### config.mk
export PLATFORM = sky130hd
export DESIGN_NAME = ufse_ctrl
export DESIGN_NICKNAME = d
export VERILOG_FILES = /design/src/sv/union_find_with_set_extrema_defines.svh /design/src/sv/ufse_pkg.sv /design/src/sv/ufse_ctrl.sv
export SDC_FILE = /design/constraint.sdc
export NUM_CORES = 1
export LEC_CHECK = 0
export BUFFER_PORTS_ARGS = -buffer_cell sky130_fd_sc_hd__buf_2
export CAP_MARGIN = 30
export CORE_AREA = 2 2 42 44
export DETAILED_ROUTE_END_ITERATION = 16
export DIE_AREA = 0 0 44 46
export PLACE_DENSITY = 0.57
export SLEW_MARGIN = 5
export SYNTH_ARGS = -nofsm -noshare
export SYNTH_HDL_FRONTEND = slang
export SYNTH_SLANG_ARGS = --single-unit
### constraint.sdc
create_clock -name aclk -period 1.65 [get_ports aclk]
set_clock_uncertainty 0.1 [all_clocks]
set_input_delay 0.2475 -clock aclk [delete_from_list [all_inputs] [get_ports aclk]]
set_output_delay 0.2475 -clock aclk [all_outputs]
set_load 0.1 [all_outputs]
### src/sv/union_find_with_set_extrema_defines.svh
// Assertion macros shared by the union-find block.
// Uses the aclk and aresetn names of the including module; no other dependencies.
`ifndef UNION_FIND_WITH_SET_EXTREMA_DEFINES_SVH
`define UNION_FIND_WITH_SET_EXTREMA_DEFINES_SVH

`ifndef NO_ASSERTIONS
`define UFSE_ASSERT(lbl, prop, msg) \
    lbl: assert property (@(posedge aclk) disable iff (!aresetn) (prop)) else $error(msg);
`define UFSE_ASSERT_RST(lbl, prop, msg) \
    lbl: assert property (@(posedge aclk) (prop)) else $error(msg);
`else
`define UFSE_ASSERT(lbl, prop, msg)
`define UFSE_ASSERT_RST(lbl, prop, msg)
`endif

`endif

### src/sv/ufse_pkg.sv
// Shared constants and controller/datapath command and status types.
// No dependencies.
package ufse_pkg;

    localparam int DEF_NUM_ELEMS = 1024;
    localparam int IN_W          = 10;
    localparam int IDX_OUT_W     = 10;
    localparam int SUM_OUT_W     = 19;
    localparam int SIZE_W        = 11;
    localparam int SUM_W         = 20;
    localparam int S_TDATA_W     = 24;
    localparam int M_TDATA_W     = 104;

    typedef struct packed {
        logic clr_step;
        logic load;
        logic find_adv;
        logic set_root;
        logic start_comp;
        logic comp_wr;
        logic next_operand;
        logic rd_info_b;
        logic cap_info_a;
        logic cap_info_b;
        logic merge;
    } cmd_t;

    typedef struct packed {
        logic clr_last;
        logic parent_is_cur;
        logic cur_is_root;
        logic sel_b;
        logic out_free;
    } status_t;

endpackage

### src/sv/ufse_ctrl.sv
// Sequencer for the union-find block: clearing pass, root walks,
// path compression, set record reads and the merge. Uses ufse_pkg.
module ufse_ctrl (
    input  logic             aclk,
    input  logic             aresetn,
    input  logic             s_tvalid,
    output logic             s_tready,
    input  ufse_pkg::status_t st,
    output ufse_pkg::cmd_t    cmd
);

    typedef enum logic [3:0] {
        CLEAR, IDLE, FIND_RD, FIND_CHK, COMP_RD, COMP_WR,
        INFO_A, INFO_B, INFO_C, MERGE
    } state_t;

    state_t state_reg, state_next;

    always_comb begin
        state_next = state_reg;
        cmd        = '0;
        s_tready   = 1'b0;
        case (state_reg)
            CLEAR: begin
                cmd.clr_step = 1'b1;
                if (st.clr_last) state_next = IDLE;
            end
            IDLE: begin
                s_tready = 1'b1;
                if (s_tvalid) begin
                    cmd.load   = 1'b1;
                    state_next = FIND_RD;
                end
            end
            FIND_RD: state_next = FIND_CHK;
            FIND_CHK: begin
                if (st.parent_is_cur) begin
                    cmd.set_root   = 1'b1;
                    cmd.start_comp = 1'b1;
                    state_next     = COMP_RD;
                end else begin
                    cmd.find_adv = 1'b1;
                    state_next   = FIND_RD;
                end
            end
            COMP_RD: begin
                if (!st.cur_is_root) begin
                    state_next = COMP_WR;
                end else if (st.sel_b) begin
                    state_next = INFO_A;
                end else begin
                    cmd.next_operand = 1'b1;
                    state_next       = FIND_RD;
                end
            end
            COMP_WR: begin
                cmd.comp_wr = 1'b1;
                state_next  = COMP_RD;
            end
            INFO_A: state_next = INFO_B;
            INFO_B: begin
                cmd.rd_info_b  = 1'b1;
                cmd.cap_info_a = 1'b1;
                state_next     = INFO_C;
            end
            INFO_C: begin
                cmd.cap_info_b = 1'b1;
                state_next     = MERGE;
            end
            MERGE: begin
                if (st.out_free) begin
                    cmd.merge  = 1'b1;
                    state_next = IDLE;
                end
            end
            default: state_next = IDLE;
        endcase
    end

    always_ff @(posedge aclk) begin
        if (!aresetn) begin
            state_reg <= CLEAR;
        end else begin
            state_reg <= state_next;
        end
    end

endmodule

==> run summary <==
Compared with the post-synthesis result, the final layout area differs by 142%. The post-detailed-route count of antenna-violating nets was 0. For the total track usage, the log shows 0.131. The category of the critical setup timing path is reg -> out. Synthesis instantiated 27 different standard cells from the library. The data required time at the worst endpoint was 1.30 ns. The sum of overflow across all layers after global routing came out at 0.

The floorplan has 15 rows. The floorplan step defined a core boundary enclosing 0.00161 mm2. The worst register-to-register path begins at state_reg[2]$_SDFFE_PN0P_.

Leaving out fill and tap cells, the most frequent cells in the layout are sky130_fd_sc_hd__buf_12 (12), sky130_fd_sc_hd__buf_4 (11), sky130_fd_sc_hd__buf_2 (7). The die area came out at 0.00202 mm2. The clock passes through at most 2 buffers. The tools report the clock tree root buffer cell as sky130_fd_sc_hd__clkbuf_4. For the via count of the first global-routing pass, the log shows 429. The post-cts hold buffer count is 0. Yosys attributes the largest share of cell area to sky130_fd_sc_hd__dfxtp_1 (22%), sky130_fd_sc_hd__buf_4 (8.2%), sky130_fd_sc_hd__nand2b_1 (6.8%). The clock period minus worst slack works out to 1.65 ns. The flip-flop count of the largest register after layout is 4.

During placement, the flow inserted port buffers numbering 19. After clock tree synthesis, the clock-pin slew on the worst setup and hold paths is 0.04 ns. The cell type with the highest aggregate area in the netlist was sky130_fd_sc_hd__dfxtp_1. At the end of routability-driven placement, the weighted congestion stood at 0.703. The tools report the leakage power as 0.364 nW. The first global-routing pass estimated 1900 um of wire. Setup repair after global routing could not meet its margin everywhere. Before CTS, the worst setup slack after placement is 0.138 ns. The fraction of the core area covered by cells at the end of the flow is 0.549, and the wire length after detailed routing is 1250 um. The run gives 0 as the max capacitance violation total. In this run the mean area of a mapped cell was 8.15 um2. The average wire length per cell after detail routing was 13.4 um. TritonCTS built the clock tree.

The run gives 0 as the number of pins with negative max-slew slack in the final report. The endpoint arrival time on the critical path was 1.31 ns; the share of Yosys cell area claimed by the top area cell type was 0.218. In this run the critical register-to-register path is captured at state_reg[0]$_SDFFE_PN0P_.

For the number of non-filler instances in the completed layout, the log shows 93. Cell area after synthesis: 367 um2. For this run, the slowest stage of the critical path takes 0.36 ns. Number of DRC markers in iteration 0: 7. Endpoint type of the worst setup path: an output pin. The logs give 0.27 ns for the setup slack on the worst flop-to-flop path and -0.00401 ns for the post-route worst setup slack.

The area share of fa/ha/maj cells after synthesis works out to 0. The number of cells on the worst reg-to-reg path is 5. The first-pass iteration count of the detailed router is 4, and the boundary pin count is 20. The design draws 0.671 mW. The overall die height came out at 46 um. Traced cell by cell, the critical path runs through buf_8 -> nor4_4 -> buf_12. The die extent in x was 44 um; the post-synthesis compound-gate area fraction was 0.201. The worst hold path belongs to the class in -> reg. The count of endpoints failing hold in the final timing report is 0.

The total number of H-tree levels was 1. The simple-gate portion of the synthesized area is 0.406. Of all nets on the critical path, the largest fanout is 8.

The filler cells instantiated in the layout total 142. The start point of the worst hold path was aresetn. The final period utilization is 1.00, and the post-placement cell count is 81.

For this run, design rule violations remaining after detail routing come to 0. After the last flow step, the layout net total stands at 86. Counting the buffers created by CTS gives 3.

Along the worst hold path, the cell count comes to 2. Based on the critical path, the design can be clocked at up to 605 MHz. The Yosys step of the flow raised 0 warnings. STA classifies the critical path startpoint as a flip-flop.

Entering global routing, the biggest net connects 12 pins. Synthesis produced a netlist whose cell count is 45. The portion of netlist area occupied by mux cells came out at 0.

The number of antenna diodes in the final layout is 0. The clock net in this run drives a total of 4 sinks. Power spread over the standard cell area amounts to 758 mW/mm2. The initial cell density of the core was 0.227; the relative max-transition margin was 0.804. Counting every net in the synthesized netlist gives 53. The share of layout cells above drive strength 1 works out to 0.724.

At the pin with the least slew margin, the transition time is 0.292 ns. The checks that failed: setup timing. The tools report the number of antenna violations at the first check in global routing as 0. The fraction of the yosys area taken by sequential cells was 0.218.

Dividing the detail-routed via count by the number of cells gives 4.83. The later pin in the worst-skew pair is clocked with a latency of 0.24 ns. The run finished, with violations left. The final setup violation count was 1; the xor-xnor portion of the synthesized cell area was 0.

In this run, synthesis produced a sequential element count of 4. The master of the slowest instance on the critical path is sky130_fd_sc_hd__dfxtp_4. The peak supply drop is 0.329 mV.

The routed layout has 449 vias. Leaving out fill and tap cells, the most frequent cell in the layout is sky130_fd_sc_hd__buf_12. The wire-length estimate of the detail-placed layout is 822 um. The largest family of logic cells by synthesized area is simple AND/OR/NAND/NOR gates. The worst hold path terminates at state_reg[3]$_SDFFE_PN0P_.
==> stage by stage <==
stage | instance area [um2] | setup TNS (ns) | hold slack, ns
detailed placement | 758 | 0 | 0.399
global route | 886 | -0.0534 | 0.174
finish | 886 | -0.00401 | 0.157
floorplan | 480 | -4.50 | 0.265
global placement | 758 | 0 | 0.389
CTS | 836 | -0.0115 | 0.146
==> synth_stat cells <==
| cell | n |
|---|---|
| sky130_fd_sc_hd__buf_4 | 4 |
| sky130_fd_sc_hd__dfxtp_1 | 4 |
| sky130_fd_sc_hd__nand2b_1 | 4 |
| sky130_fd_sc_hd__a21oi_1 | 3 |
| sky130_fd_sc_hd__inv_1 | 3 |
| sky130_fd_sc_hd__nor3_1 | 3 |
| sky130_fd_sc_hd__buf_6 | 2 |
| sky130_fd_sc_hd__nor2_1 | 2 |
| sky130_fd_sc_hd__nor4_1 | 2 |
| sky130_fd_sc_hd__a211oi_1 | 1 |
| sky130_fd_sc_hd__a311oi_2 | 1 |
| sky130_fd_sc_hd__and2_1 | 1 |
| sky130_fd_sc_hd__and2b_1 | 1 |
| sky130_fd_sc_hd__and4b_1 | 1 |
| sky130_fd_sc_hd__nand2_1 | 1 |
| sky130_fd_sc_hd__nand3_1 | 1 |
| sky130_fd_sc_hd__nand3b_1 | 1 |
| sky130_fd_sc_hd__nand4b_1 | 1 |
| sky130_fd_sc_hd__nor2_2 | 1 |
| sky130_fd_sc_hd__nor2b_1 | 1 |
| sky130_fd_sc_hd__nor4_2 | 1 |
| sky130_fd_sc_hd__nor4b_2 | 1 |
| sky130_fd_sc_hd__o21a_1 | 1 |
| sky130_fd_sc_hd__o21ai_1 | 1 |
| sky130_fd_sc_hd__o22ai_1 | 1 |
| sky130_fd_sc_hd__o31a_1 | 1 |
| sky130_fd_sc_hd__o32ai_1 | 1 |
==> area by class of cell <==
| cell class | count | area [um2] | area share |
|---|---|---|---|
| well taps | 17 | 21.3 | 0.0240 |
| flip-flops and latches | 4 | 95.1 | 0.107 |
| inverters | 3 | 11.3 | 0.0127 |
| clock buffers | 3 | 22.5 | 0.0254 |
| multi-input cells | 32 | 329 | 0.371 |
| repair buffers | 34 | 407 | 0.459 |
==> worst max path at each step <==
stage | from | end | slack, ns
2_1_floorplan | state_reg[1]$_SDFFE_PN0P_ | cmd[7] | -0.71
3_3_place_gp | state_reg[3]$_SDFFE_PN0P_ | cmd[4] | 0.17
3_5_place_dp | state_reg[3]$_SDFFE_PN0P_ | cmd[4] | 0.14
4_1_cts | state_reg[2]$_SDFFE_PN0P_ | cmd[10] | -0.008
5_1_grt | state_reg[2]$_SDFFE_PN0P_ | cmd[10] | -0.03
6_report | state_reg[2]$_SDFFE_PN0P_ | cmd[10] | -0.004
==> repair_timing <==
action                     4_1_cts  5_1_grt
pin swaps                        4        3
gates cloned                     0        0
setup endpoints to repair       10        7
resized for setup                8        3
buffers inserted                 4        5
==> critical path: cells and delay by family (launching register included) <==
kind                   cells  cell delay, ns
flip-flops                 1            0.36
buffers and inverters      2            0.36
AND/OR/NAND/NOR            1            0.34
==> kinds of logic after synthesis <==
| logic type | after synthesis |
|---|---|
| and+or+nand+nor | 22 |
| DFF | 4 |
| buffers and inverters | 9 |
| AOI/OAI and AO/OA | 10 |
==> layer usage <==
layer | global-route usage | up-vias | wire [um] | part of all wire
met1 | 0.165 | 212 | 550 | 0.44
met2 | 0.206 | 13 | 647 | 0.52
met3 | 0.0159 | 0 | 48 | 0.039
met5 | 0 | - | 0 | 0
li1 | - | 224 | - | -
met4 | 0.0909 | 0 | 0 | 0
==> power by group <==
group | internal [mW] | leakage [nW] | switching (mW)
sequential | 0.108 | 0.0356 | 0.0194
clock | 0.0816 | 0.0138 | 0.0432
combinational | 0.172 | 0.315 | 0.247
Note: power is estimated with default switching activity, not from simulation.
